--- src/rtl/sfp_pkg.sv ---
`default_nettype none
// ----------------------------------------------------------------------------
// sfp_pkg
// Shared types, codes and constants of the status frame parser.
// ----------------------------------------------------------------------------
package sfp_pkg;

    localparam int FRAME_BUF_LEN_DEF = 20;
    localparam int QUEUE_DEPTH_DEF   = 2;

    localparam logic [7:0] HDR_BYTE        = 8'hFF;
    localparam int         HDR_LEN         = 5;
    localparam int         RANGE_MIN_LEN   = 5;
    localparam int         VERSION_MIN_LEN = 7;

    // only payload bytes 0..8 (frame bytes 5..13) are ever decoded
    localparam int         STORE_SLOTS     = 9;

    localparam int         TDATA_IN_W      = 8;
    localparam int         TDATA_OUT_W     = 88;
    localparam int         RESULT_W        = 81;

    typedef enum logic [1:0] {
        STATUS_GOOD    = 2'd0,
        STATUS_CSUM    = 2'd1,
        STATUS_BAD_LEN = 2'd2,
        STATUS_OVERRUN = 2'd3
    } status_t;

    typedef enum logic [1:0] {
        CMD_STORE = 2'd0,
        CMD_GOOD  = 2'd1,
        CMD_ERROR = 2'd2
    } cmd_op_t;

    typedef struct packed {
        cmd_op_t     op;
        logic [3:0]  slot;
        logic [7:0]  data;
        status_t     status;
        logic [4:0]  len;
        logic        range_valid;
        logic        version_valid;
    } cmd_t;

endpackage
`default_nettype wire

--- src/rtl/sfp_front.sv ---
`default_nettype none
// ----------------------------------------------------------------------------
// sfp_front
// Byte classifier: header search, length check, running checksum.
// ----------------------------------------------------------------------------
module sfp_front #(
    parameter int FRAME_BUF_LEN = sfp_pkg::FRAME_BUF_LEN_DEF
) (
    input  wire logic         clk,
    input  wire logic         rst_n,
    input  wire logic         cfg_we,
    input  wire logic [7:0]   cfg_wdata,
    input  wire logic         byte_valid,
    input  wire logic [7:0]   rx_byte,
    output sfp_pkg::cmd_t     cmd,
    output logic              cmd_push
);

    localparam int LW = $clog2(FRAME_BUF_LEN);

    typedef enum logic [6:0] {
        ST_HDR1    = 7'b0000001,
        ST_HDR2    = 7'b0000010,
        ST_TYPE    = 7'b0000100,
        ST_LEN_HI  = 7'b0001000,
        ST_LEN_LO  = 7'b0010000,
        ST_PAYLOAD = 7'b0100000,
        ST_CHECK   = 7'b1000000
    } state_t;

    state_t        state_reg, state_next;
    logic [7:0]    type_reg;
    logic [7:0]    len_high_reg, len_high_next;
    logic [LW-1:0] len_held_reg, len_held_next;
    logic [LW-1:0] count_reg, count_next;
    logic [7:0]    sum_reg, sum_next;
    logic [15:0]   len_full;
    logic          overrun;

    assign len_full = {len_high_reg, rx_byte};
    assign overrun  = ((LW+1)'(count_reg) + (LW+1)'(sfp_pkg::HDR_LEN))
                      >= (LW+1)'(FRAME_BUF_LEN);

    always_comb
    begin
        state_next    = state_reg;
        len_high_next = len_high_reg;
        len_held_next = len_held_reg;
        count_next    = count_reg;
        sum_next      = sum_reg;
        cmd_push      = 1'b0;
        cmd.op            = sfp_pkg::CMD_STORE;
        cmd.slot          = count_reg[3:0];
        cmd.data          = rx_byte;
        cmd.status        = sfp_pkg::STATUS_GOOD;
        cmd.len           = 5'(len_held_reg);
        cmd.range_valid   = len_held_reg > LW'(sfp_pkg::RANGE_MIN_LEN);
        cmd.version_valid = len_held_reg > LW'(sfp_pkg::VERSION_MIN_LEN);
        if (byte_valid)
        begin
            case (state_reg)
                ST_HDR1:
                begin
                    sum_next   = rx_byte;
                    state_next = (rx_byte == sfp_pkg::HDR_BYTE) ? ST_HDR2 : ST_HDR1;
                end
                ST_HDR2:
                begin
                    sum_next   = sum_reg + rx_byte;
                    state_next = (rx_byte == sfp_pkg::HDR_BYTE) ? ST_TYPE : ST_HDR1;
                end
                ST_TYPE:
                begin
                    sum_next   = sum_reg + rx_byte;
                    state_next = (rx_byte == type_reg) ? ST_LEN_HI : ST_HDR1;
                end
                ST_LEN_HI:
                begin
                    sum_next      = sum_reg + rx_byte;
                    len_high_next = rx_byte;
                    state_next    = ST_LEN_LO;
                end
                ST_LEN_LO:
                begin
                    sum_next   = sum_reg + rx_byte;
                    count_next = '0;
                    if (len_full >= 16'(FRAME_BUF_LEN))
                    begin
                        state_next = ST_HDR1;
                        cmd_push   = 1'b1;
                        cmd.op     = sfp_pkg::CMD_ERROR;
                        cmd.status = sfp_pkg::STATUS_BAD_LEN;
                        cmd.len    = '0;
                    end
                    else
                    begin
                        len_held_next = LW'(rx_byte);
                        state_next    = (rx_byte != 8'd0) ? ST_PAYLOAD : ST_CHECK;
                    end
                end
                ST_PAYLOAD:
                begin
                    if (overrun)
                    begin
                        state_next = ST_HDR1;
                        cmd_push   = 1'b1;
                        cmd.op     = sfp_pkg::CMD_ERROR;
                        cmd.status = sfp_pkg::STATUS_OVERRUN;
                    end
                    else
                    begin
                        sum_next   = sum_reg + rx_byte;
                        count_next = count_reg + LW'(1);
                        // bytes past the decoded window need no store write
                        cmd_push   = count_reg < LW'(sfp_pkg::STORE_SLOTS);
                        if (count_next >= len_held_reg)
                            state_next = ST_CHECK;
                    end
                end
                ST_CHECK:
                begin
                    state_next = ST_HDR1;
                    cmd_push   = 1'b1;
                    if (rx_byte != ~sum_reg)
                    begin
                        cmd.op     = sfp_pkg::CMD_ERROR;
                        cmd.status = sfp_pkg::STATUS_CSUM;
                    end
                    else
                        cmd.op     = sfp_pkg::CMD_GOOD;
                end
                default:
                    state_next = ST_HDR1;
            endcase
        end
    end

    always_ff @(posedge clk or negedge rst_n)
    begin
        if (!rst_n)
        begin
            state_reg    <= ST_HDR1;
            type_reg     <= 8'd1;
            len_high_reg <= '0;
            len_held_reg <= '0;
            count_reg    <= '0;
            sum_reg      <= '0;
        end
        else
        begin
            state_reg    <= state_next;
            len_high_reg <= len_high_next;
            len_held_reg <= len_held_next;
            count_reg    <= count_next;
            sum_reg      <= sum_next;
            if (cfg_we)
                type_reg <= cfg_wdata;
        end
    end

`ifndef SYNTH
    a_good_from_check: assert property (@(posedge clk) disable iff (!rst_n)
        (cmd_push && cmd.op == sfp_pkg::CMD_GOOD) |-> (state_reg == ST_CHECK))
        else $error("good frame request outside checksum phase");
`endif

endmodule
`default_nettype wire

--- src/rtl/sfp_cmd_fifo.sv ---
`default_nettype none
// ----------------------------------------------------------------------------
// sfp_cmd_fifo
// Short request queue between the classifier and the executor.
// ----------------------------------------------------------------------------
module sfp_cmd_fifo #(
    parameter int DEPTH = sfp_pkg::QUEUE_DEPTH_DEF
) (
    input  wire logic          clk,
    input  wire logic          rst_n,
    input  wire logic          push,
    input  sfp_pkg::cmd_t      push_cmd,
    output logic               full,
    input  wire logic          pop,
    output sfp_pkg::cmd_t      head_cmd,
    output logic               not_empty
);

    localparam int PW = (DEPTH > 1) ? $clog2(DEPTH) : 1;
    localparam int CW = $clog2(DEPTH + 1);

    sfp_pkg::cmd_t entry_reg [DEPTH];
    logic [PW-1:0] wr_ptr_reg, rd_ptr_reg;
    logic [CW-1:0] count_reg;
    logic          do_push, do_pop;

    assign full      = (count_reg == CW'(DEPTH));
    assign not_empty = (count_reg != '0);
    assign do_push   = push && !full;
    assign do_pop    = pop && not_empty;
    assign head_cmd  = entry_reg[rd_ptr_reg];

    always_ff @(posedge clk)
    begin
        if (do_push)
            entry_reg[wr_ptr_reg] <= push_cmd;
    end

    always_ff @(posedge clk or negedge rst_n)
    begin
        if (!rst_n)
        begin
            wr_ptr_reg <= '0;
            rd_ptr_reg <= '0;
            count_reg  <= '0;
        end
        else
        begin
            if (do_push)
                wr_ptr_reg <= (wr_ptr_reg == PW'(DEPTH - 1)) ? '0 : wr_ptr_reg + PW'(1);
            if (do_pop)
                rd_ptr_reg <= (rd_ptr_reg == PW'(DEPTH - 1)) ? '0 : rd_ptr_reg + PW'(1);
            if (do_push && !do_pop)
                count_reg <= count_reg + CW'(1);
            else if (do_pop && !do_push)
                count_reg <= count_reg - CW'(1);
        end
    end

`ifndef SYNTH
    a_count_bound: assert property (@(posedge clk) disable iff (!rst_n)
        count_reg <= CW'(DEPTH))
        else $error("queue count beyond depth");
    a_no_lost_push: assert property (@(posedge clk) disable iff (!rst_n)
        push |-> !full)
        else $error("request pushed into full queue");
`endif

endmodule
`default_nettype wire

--- src/rtl/sfp_back.sv ---
`default_nettype none
// ----------------------------------------------------------------------------
// sfp_back
// Executor: frame store writes and the result output register.
// ----------------------------------------------------------------------------
module sfp_back (
    input  wire logic                                clk,
    input  wire logic                                rst_n,
    input  sfp_pkg::cmd_t                            head_cmd,
    input  wire logic                                head_valid,
    output logic                                     pop,
    output logic                                     m_tvalid,
    input  wire logic                                m_tready,
    output logic [sfp_pkg::TDATA_OUT_W-1:0]          m_tdata
);

    logic [7:0]                     store_reg [sfp_pkg::STORE_SLOTS];
    logic                           out_valid_reg;
    logic [sfp_pkg::RESULT_W-1:0]   out_data_reg;
    logic [sfp_pkg::RESULT_W-1:0]   result;
    logic                           out_free;
    logic                           is_good;

    assign out_free = !out_valid_reg || m_tready;
    assign pop      = head_valid && ((head_cmd.op == sfp_pkg::CMD_STORE) || out_free);
    assign is_good  = (head_cmd.op == sfp_pkg::CMD_GOOD);

    // store slot k holds frame byte 5 + k
    always_comb
    begin
        result = '0;
        result[1:0] = head_cmd.status;
        result[6:2] = head_cmd.len;
        if (is_good)
        begin
            result[22:7]  = {store_reg[1], store_reg[0]};
            result[38:23] = {store_reg[3], store_reg[2]};
            result[46:39] = store_reg[4];
            result[47]    = head_cmd.range_valid;
            if (head_cmd.range_valid)
                result[63:48] = {store_reg[6], store_reg[5]};
            result[64]    = head_cmd.version_valid;
            if (head_cmd.version_valid)
            begin
                result[72:65] = store_reg[8];
                result[80:73] = store_reg[7];
            end
        end
    end

    always_ff @(posedge clk or negedge rst_n)
    begin
        if (!rst_n)
        begin
            out_valid_reg <= 1'b0;
            for (int i = 0; i < sfp_pkg::STORE_SLOTS; i++)
                store_reg[i] <= '0;
        end
        else
        begin
            if (pop && head_cmd.op == sfp_pkg::CMD_STORE)
            begin
                for (int i = 0; i < sfp_pkg::STORE_SLOTS; i++)
                begin
                    if (head_cmd.slot == 4'(i))
                        store_reg[i] <= head_cmd.data;
                end
            end
            if (pop && head_cmd.op != sfp_pkg::CMD_STORE)
                out_valid_reg <= 1'b1;
            else if (m_tready)
                out_valid_reg <= 1'b0;
        end
    end

    always_ff @(posedge clk)
    begin
        if (pop && head_cmd.op != sfp_pkg::CMD_STORE)
            out_data_reg <= result;
    end

    assign m_tvalid = out_valid_reg;
    assign m_tdata  = {(sfp_pkg::TDATA_OUT_W - sfp_pkg::RESULT_W)'(0), out_data_reg};

`ifndef SYNTH
    a_pop_nonempty: assert property (@(posedge clk) disable iff (!rst_n)
        pop |-> head_valid)
        else $error("pop from empty queue");
    a_error_fields_clear: assert property (@(posedge clk) disable iff (!rst_n)
        (m_tvalid && m_tdata[1:0] != sfp_pkg::STATUS_GOOD)
            |-> (m_tdata[80:7] == '0))
        else $error("error result carries decoded fields");
`endif

endmodule
`default_nettype wire

--- src/rtl/status_frame_parser_top.sv ---
`default_nettype none
// ----------------------------------------------------------------------------
// status_frame_parser_top
// Status frame parser: classifier, request queue and executor.
// ----------------------------------------------------------------------------
// throughput: one byte per cycle while the request queue has room, set by the classifier fsm
// path: a closing byte's request is written into the request queue, then popped into the output register
// the request queue absorbs output stalls; s_tready drops only when it is full
// reset (rst_n, async low): header search, store zeroed, queue and output
// emptied, expected_type back to 1
module status_frame_parser_top #(
    parameter int FRAME_BUF_LEN = sfp_pkg::FRAME_BUF_LEN_DEF,
    parameter int QUEUE_DEPTH   = sfp_pkg::QUEUE_DEPTH_DEF
) (
    input  wire logic                               clk,
    input  wire logic                               rst_n,
    input  wire logic                               cfg_we,
    input  wire logic [7:0]                         cfg_wdata,
    input  wire logic                               s_tvalid,
    output logic                                    s_tready,
    // [7:0] rx_byte
    input  wire logic [sfp_pkg::TDATA_IN_W-1:0]     s_tdata,
    output logic                                    m_tvalid,
    input  wire logic                               m_tready,
    // [1:0] status, [6:2] payload_len, [22:7] samples_per_scan,
    // [38:23] scan_period, [46:39] flags, [47] range_valid, [63:48] range_mm,
    // [64] version_valid, [72:65] fw_major, [80:73] fw_minor, rest zero
    output logic [sfp_pkg::TDATA_OUT_W-1:0]         m_tdata
);

    sfp_pkg::cmd_t front_cmd, head_cmd;
    logic          front_push, q_full, q_pop, q_not_empty;

    assign s_tready = !q_full;

    sfp_front #(
        .FRAME_BUF_LEN (FRAME_BUF_LEN)
    ) u_front (
        .clk        (clk),
        .rst_n      (rst_n),
        .cfg_we     (cfg_we),
        .cfg_wdata  (cfg_wdata),
        .byte_valid (s_tvalid && s_tready),
        .rx_byte    (s_tdata),
        .cmd        (front_cmd),
        .cmd_push   (front_push)
    );

    sfp_cmd_fifo #(
        .DEPTH (QUEUE_DEPTH)
    ) u_fifo (
        .clk       (clk),
        .rst_n     (rst_n),
        .push      (front_push),
        .push_cmd  (front_cmd),
        .full      (q_full),
        .pop       (q_pop),
        .head_cmd  (head_cmd),
        .not_empty (q_not_empty)
    );

    sfp_back u_back (
        .clk        (clk),
        .rst_n      (rst_n),
        .head_cmd   (head_cmd),
        .head_valid (q_not_empty),
        .pop        (q_pop),
        .m_tvalid   (m_tvalid),
        .m_tready   (m_tready),
        .m_tdata    (m_tdata)
    );

endmodule
`default_nettype wire
--- config.mk ---
export PLATFORM = sky130hd
export DESIGN_NAME = status_frame_parser_top
export DESIGN_NICKNAME = d
export VERILOG_FILES = /design/src/rtl/sfp_pkg.sv /design/src/rtl/sfp_front.sv /design/src/rtl/sfp_cmd_fifo.sv /design/src/rtl/sfp_back.sv /design/src/rtl/status_frame_parser_top.sv
export SDC_FILE = /design/constraint.sdc
export NUM_CORES = 1
export LEC_CHECK = 0
export BUFFER_PORTS_ARGS = -buffer_cell sky130_fd_sc_hd__clkbuf_2
export CORE_ASPECT_RATIO = 1.2
export CORE_MARGIN = 8
export CORE_UTILIZATION = 30
export CTS_CLUSTER_SIZE = 14
export DETAILED_ROUTE_END_ITERATION = 10
export SYNTH_ARGS = -nofsm -noshare
export SYNTH_HDL_FRONTEND = slang
export SYNTH_SLANG_ARGS = --single-unit
--- constraint.sdc ---
create_clock -name clk -period 5.58 [get_ports clk]
set_input_delay 1.116 -clock clk [delete_from_list [all_inputs] [get_ports clk]]
set_output_delay 1.116 -clock clk [all_outputs]
set_load 0.05 [all_outputs]
### Yosys cells after proc, flatten, opt, wreduce, memory -nomap -nowiden

Memory sizes are Yosys's and may differ from the RTL's.
Cells that the tools add are included.

| word-level totals | value |
|---|---|
| input bits | 21 |
| logic and storage cells | 136 |
| memory bits (writable) | 46 |
| output and inout port bits | 90 |
| memories kept | 1 |
| bits in registers | 199 |

| operators by class | value |
|---|---|
| bitwise operators | 2 |
| add/sub/neg operators | 7 |
| magnitude comparators | 6 |
| multiplexer cells | 35 |
| reduce and logical (&&, ||, !) cells | 40 |
| equality and inequality tests | 22 |

Memories:

| memory | words | bits a word | rd ports | clocked after memory_dff | write ports | line | text |
|---|---|---|---|---|---|---|---|
| u_fifo.entry_reg | 2 | 23 | 1 | 0 | 1 | sfp_cmd_fifo.sv:22 | `sfp_pkg::cmd_t entry_reg [DEPTH];` |

Operators by type and width:

| kind | count |
|---|---|
| 2-to-1 mux 7 bit | 6 |
| case mux 7 bit (6 select lines) | 1 |
| AND reduction 2 bit | 13 |
| case mux 8 bit (3 select lines) | 1 |
| equality test 4 x 3 -> 1 bit, second input constant | 4 |
| >= comparator 16 x 5 -> 1 bit, second input constant | 1 |
| 2-to-1 mux 2 bit | 8 |
| case mux 2 bit (3 select lines) | 2 |
| greater-than comparator 5 x 3 -> 1 bit, second input constant | 2 |
| 2-to-1 mux 1 bit | 10 |
| 2-to-1 mux 5 bit | 2 |
| case mux 5 bit (2 select lines) | 1 |
| nonzero test 2 bit | 5 |
| AND reduction 3 bit | 3 |
| adder 8 bit | 1 |
| equality test 4 x 2 -> 1 bit, second input constant | 2 |
| equality test 8 bit | 1 |
| equality test 8 bit, second input constant | 1 |
| logical AND 1 bit | 8 |
| 2-to-1 mux 8 bit | 1 |
| inequality test 8 bit | 1 |
| inverter 8 bit | 1 |
| nonzero test 8 bit | 1 |
| equality test 7 x 1 -> 1 bit, second input constant | 1 |
| 30 further kinds | 35 |

### Logic depth before layout (Yosys ltp)

| logic depth | value |
|---|---|
| word-level depth | 10 |
| gate-level depth with buffers | 10 |
| depth with buffers taken out | 9 |

### By module

From an unflattened synthesis, not the netlist that was laid out.

| second synthesis, totals | value |
|---|---|
| cells, all modules | 732 |
| area, all modules | 10610.2 µm² |

By module, submodules not included:

| module | area an instance (µm²) | instances | seq. area each (µm²) | cells each |
|---|---|---|---|---|
| sfp_back | 5810.6 | 1 | 4259.1 | 343 |
| sfp_front | 2826.5 | 1 | 1028.5 | 296 |
| sfp_cmd_fifo | 1963.1 | 1 | 1481.4 | 91 |
| status_frame_parser_top | 10.0 | 1 | 0.0 | 2 |

### Least setup slack after synthesis

No wires, ideal clock.

| timing path | value |
|---|---|
| path kind | input to register |
| start | input m_tready |
| end | register u_back.out_data_reg[0] (netlist name), enable pin |
| required time | 5059 ps |
| buffers on the path | 0 |
| cell stages on the path | 3 |
| arrival | 4725 ps |
| setup time | 521 ps |
| path slack | 334 ps |
| cell sequence | nand2b_1 o21ai_0 nor2_1 |

| on the way | value |
|---|---|
| word-level cells in the longest chain between the ends | 4 |

RTL lines:

| what | line | text |
|---|---|---|
| start, declared | status_frame_parser_top.sv:24 | `input wire logic m_tready,` |
| logical OR 1 bit | sfp_back.sv:24 | `assign out_free = !out_valid_reg \|\| m_tready;` |
| logical OR 1 bit | sfp_back.sv:25 | `assign pop = head_valid && ((head_cmd.op == sfp_pkg::CMD_STORE) \|\| out_free);` |
| logical AND 1 bit | sfp_back.sv:25 |  |
| logical AND 1 bit | sfp_back.sv:78 | `if (pop && head_cmd.op != sfp_pkg::CMD_STORE)` |
| end signal, assigned | sfp_back.sv:79 | `out_data_reg <= result;` |
| end, declared | sfp_back.sv:19 | `logic [sfp_pkg::RESULT_W-1:0] out_data_reg;` |

Every way passes these cells.
A chain may end at the register's enable or synchronous reset.

### Worst setup path after layout

| timing path | value |
|---|---|
| start | register u_front.state_reg[3] |
| end | memory u_fifo.entry_reg[0][1] (netlist name), enable pin |

| on the way | value |
|---|---|
| word-level cells in the longest chain between the ends | 6 |
| elaborated cells on any way between the ends | 8 |
| classes of those cells | eq/ne (3); mux (4); reduce/logical (1) |

RTL lines:

| what | line | text |
|---|---|---|
| start, declared | sfp_front.sv:31 | `state_t state_reg, state_next;` |
| start signal, assigned | sfp_front.sv:151 | `state_reg <= state_next;` |
| equality test 7 bit, or another cell as far along | sfp_front.sv:61 | `case (state_reg)` |
| case mux 1 bit (3 select lines) * | sfp_front.sv:61 |  |
| 2-to-1 mux 1 bit * | sfp_front.sv:59 | `if (byte_valid)` |
| logical AND 1 bit * | sfp_cmd_fifo.sv:29 | `assign do_push = push && !full;` |
| named net u_fifo.do_push | sfp_cmd_fifo.sv:25 | `logic do_push, do_pop;` |
| 2-to-1 mux 1 bit * | sfp_cmd_fifo.sv:35 | `if (do_push)` |
| 2-to-1 mux 1 bit (not written as such) * | sfp_cmd_fifo.sv:36 | `entry_reg[wr_ptr_reg] <= push_cmd;` |
| end, declared | sfp_cmd_fifo.sv:22 |  |

The timed path passes the listed nets; every way through them passes the cells marked *.

==> flow_metrics.py <==
metrics = {
    "power_and_ir_drop": {
        "power_density_nw_per_um2": 316,
        "p_total_mw": 3.89,
        "p_leak_nw": 5.31,
        "peakVddDrop_mv": 0.190,
    },
    "worst_hold_path": {
        "hold_start": "u_front.sum_reg[2]$_DFFE_PN0P_",
        "hp-class": "register to register",
    },
    "timing": {
        "fmax_mhz": 285,
        "clock_skew_ns": 0.0227,
        "hold_viol": 0,
        "rsz0062_at_grt": "false",
        "fin_crit_sh_pct": 62.8,
        "post-route-min-period_ns": 3.50,
        "whs_ns": 0.484,
        "fin_tns_setup_ns": 0,
        "tightestPinTransition_ns": 1.21,
        "slew_headroom_pct": 19.0,
        "maxSlewViolCount": 0,
        "finalSetupViolCount": 0,
    },
    "global_route": {
        "global_route.usage.met2_pct": 17.6,
        "grt-busiest-layer": "met2",
        "met1_usage_pct": 13.5,
        "grt_pass1_wl_mm": 33.7,
        "track_usage_pct": 10.4,
        "use_met3_pct": 2.01,
        "grt_antenna_before_repair": 0,
        "grt_pass1_vias": 5925,
        "globalRouteOverflowTotal": 0,
        "grt_max_degree": 53,
    },
    "layout": {
        "final_util_pct": 36.1,
        "num-fill-cells": 3361,
        "syn_to_final_growth_pct": 18.5,
        "multi_input_area_um2": 3430,
        "nets": 863,
        "n_antenna_cell": 0,
        "area.sequential_um2": 6770,
        "largest_reg_flops": 81,
        "drive_above_1_share_pct": 33.3,
    },
    "logic_synthesis": {
        "synth_flop_cell": "edfxtp_1",
        "syn_inst": 714,
        "synth.distinct_cells": 68,
        "yosys_warnings": 0,
        "synth_area_leaders": "edfxtp_1, dfrtp_1, mux2_2",
        "seq_area_frac_synth_pct": 65.3,
        "synth_top_cell_area_share_pct": 36.8,
        "synth_edf_count": 127,
        "syn_area_um2": 10400,
        "postSynthAreaPerCell_um2": 14.5,
        "synth_top_area_cell": "edfxtp_1",
        "synth_seq_cells": 245,
        "async_flop_share_pct": 48.2,
    },
    "clocking": {
        "cts_sinks": 245,
        "cts_resized": 0,
        "htreeDepth": 1,
        "numCtsBuffers": 26,
        "clkLatencyLatePin_ns": 0.51,
        "ctsHoldBuffers": 0,
        "post-cts-setup-buffers": 0,
        "cts_tree": "yes",
        "cts_max_path_buffers": 3,
        "cts_root_buffer": "clkbuf_16",
        "clk_pin_slew_ns": 0.06,
    },
    "critical_path": {
        "slowest_stage": "nor2b_2",
        "cp.arrival_ns": 3.61,
        "worstSetupEndpointType": "register",
        "cp_max_fo": 23,
        "setup.worst_path.start": "u_front.state_reg[3]$_DFFE_PN0P_",
        "crit_path_cell_trace": "or4_1 -> nor3_4 -> a22oi_1 -> a21oi_1 -> nor2b_2",
        "slowest_delay_ns": 0.98,
        "crit_path_start_kind": "register",
        "r2r_start": "u_front.state_reg[3]$_DFFE_PN0P_",
        "critPathKind": "register to register",
        "crit_required_ns": 5.69,
    },
    "route": {
        "wl_per_cell_um": 16.1,
        "first_pass_iters": 6,
        "antenna_left": 0,
        "vias_per_cell": 4.45,
        "drtIter0Drc": 237,
        "wl_mm": 21.0,
        "route.detailed.drc": 0,
        "vias": 5803,
    },
    "placement": {
        "globalplace.congestion": 0.784,
        "dp_hpwl_mm": 14.8,
        "portBuffers": 103,
    },
    "job": {
        "cap_viol_max_count": 0,
    },
    "run_status": {
        "status": "finished clean",
    },
    "die": {
        "initial_utilization_pct": 30.4,
        "die_area_um2": 40800,
        "row_count": 74,
        "die_w_um": 186,
        "die_h_um": 220,
        "core_um2": 34100,
        "ioPinCount": 111,
    },
}
[routing by layer]
layer	wire length (um)	vias to the layer above
met1	9420	2846
li1	-	2809
met2	10100	121
met3	1160	27
met5	0	-
met4	388	0
[report_power, final]
group / switching (mW) / internal (mW) / total [mW]
Sequential: 0.0187 / 1.92 / 1.94
Combinational: 0.128 / 0.0774 / 0.205
Clock: 0.671 / 1.07 / 1.75
[worst max-delay path, delay by kind of cell, from the launching register on]
family / cells / cell delay, ns
compound gates: 2 / 0.57
flops: 1 / 0.43
simple gates: 3 / 2.08
[final cells by class]
cell class / count / share of cell area (%)
flip-flops and latches: 245 / 55.1
multi-input cells: 431 / 28.0
clock buffers: 35 / 6.08
well taps: 456 / 4.64
repair buffers: 108 / 4.62
clock inverters: 13 / 1.13
inverters: 15 / 0.458
[synthesized netlist by cell type (5+ instances only)]
cell type / n
nand2b_1: 8
mux2i_1: 5
o21ai_0: 24
and2_1: 74
dfrtp_1: 116
nor2b_1: 7
o21a_1: 5
mux2_2: 110
nand2_1: 31
edfxtp_1: 127
xnor2_1: 5
nor4_1: 6
nor2_1: 24
a21oi_1: 16
clkbuf_1: 14
ha_1: 14
buf_4: 7
xor2_1: 16
inv_1: 15
nor3_1: 9
nand3_1: 6
[through the flow]
| stage | area [um2] | setup WS [ns] | instances |
|---|---|---|---|
| after floorplan | 10400 | 0.334 | 720 |
| after global placement | 11400 | 2.02 | 1255 |
| after detailed placement | 11400 | 2.01 | 1255 |
| after CTS | 12300 | 2.01 | 1303 |
| after global routing | 12300 | 1.78 | 1303 |
| final | 12300 | 2.08 | 1303 |
[cell usage in the layout (no fill, tap or decap), types with 23 or more instances in the layout]
cell	netlist	routed
and2_1	74	74
clkbuf_16	0	28
clkbuf_2	1	102
dfrtp_1	116	116
edfxtp_1	127	127
mux2_2	110	110
nand2_1	31	31
nor2_1	24	23
o21ai_0	24	24
[worst paths after layout]
path / end / slack, ns / cells past startpoint
min in group asynchronous: u_front.type_reg[7]$_DFFE_PN0P_ / 0.57 / 1
worst max-delay path: u_fifo.entry_reg[0][1]$_DFFE_PP_ / 2.08 / 5
max in group asynchronous: u_back.store_reg[5]$_DFFE_PN0P_ / 3.91 / 2
worst min-delay path: u_front.sum_reg[2]$_DFFE_PN0P_ / 0.48 / 2
worst max register to register: u_fifo.entry_reg[0][1]$_DFFE_PP_ / 2.08 / 5
worst min register to register: u_front.sum_reg[2]$_DFFE_PN0P_ / 0.48 / 2
[cell families after synthesis]
family | synth area share (%)
other | 0.0362
AND/OR/NAND/NOR | 11.0
multiplexers | 12.7
buffers and inverters | 2.04
flip-flops | 65.3
adder cells (fa/ha/maj) | 1.88
AO/OA/AOI/OAI | 5.32
XOR/XNOR | 1.77
Power figures use the tool's default switching activity.
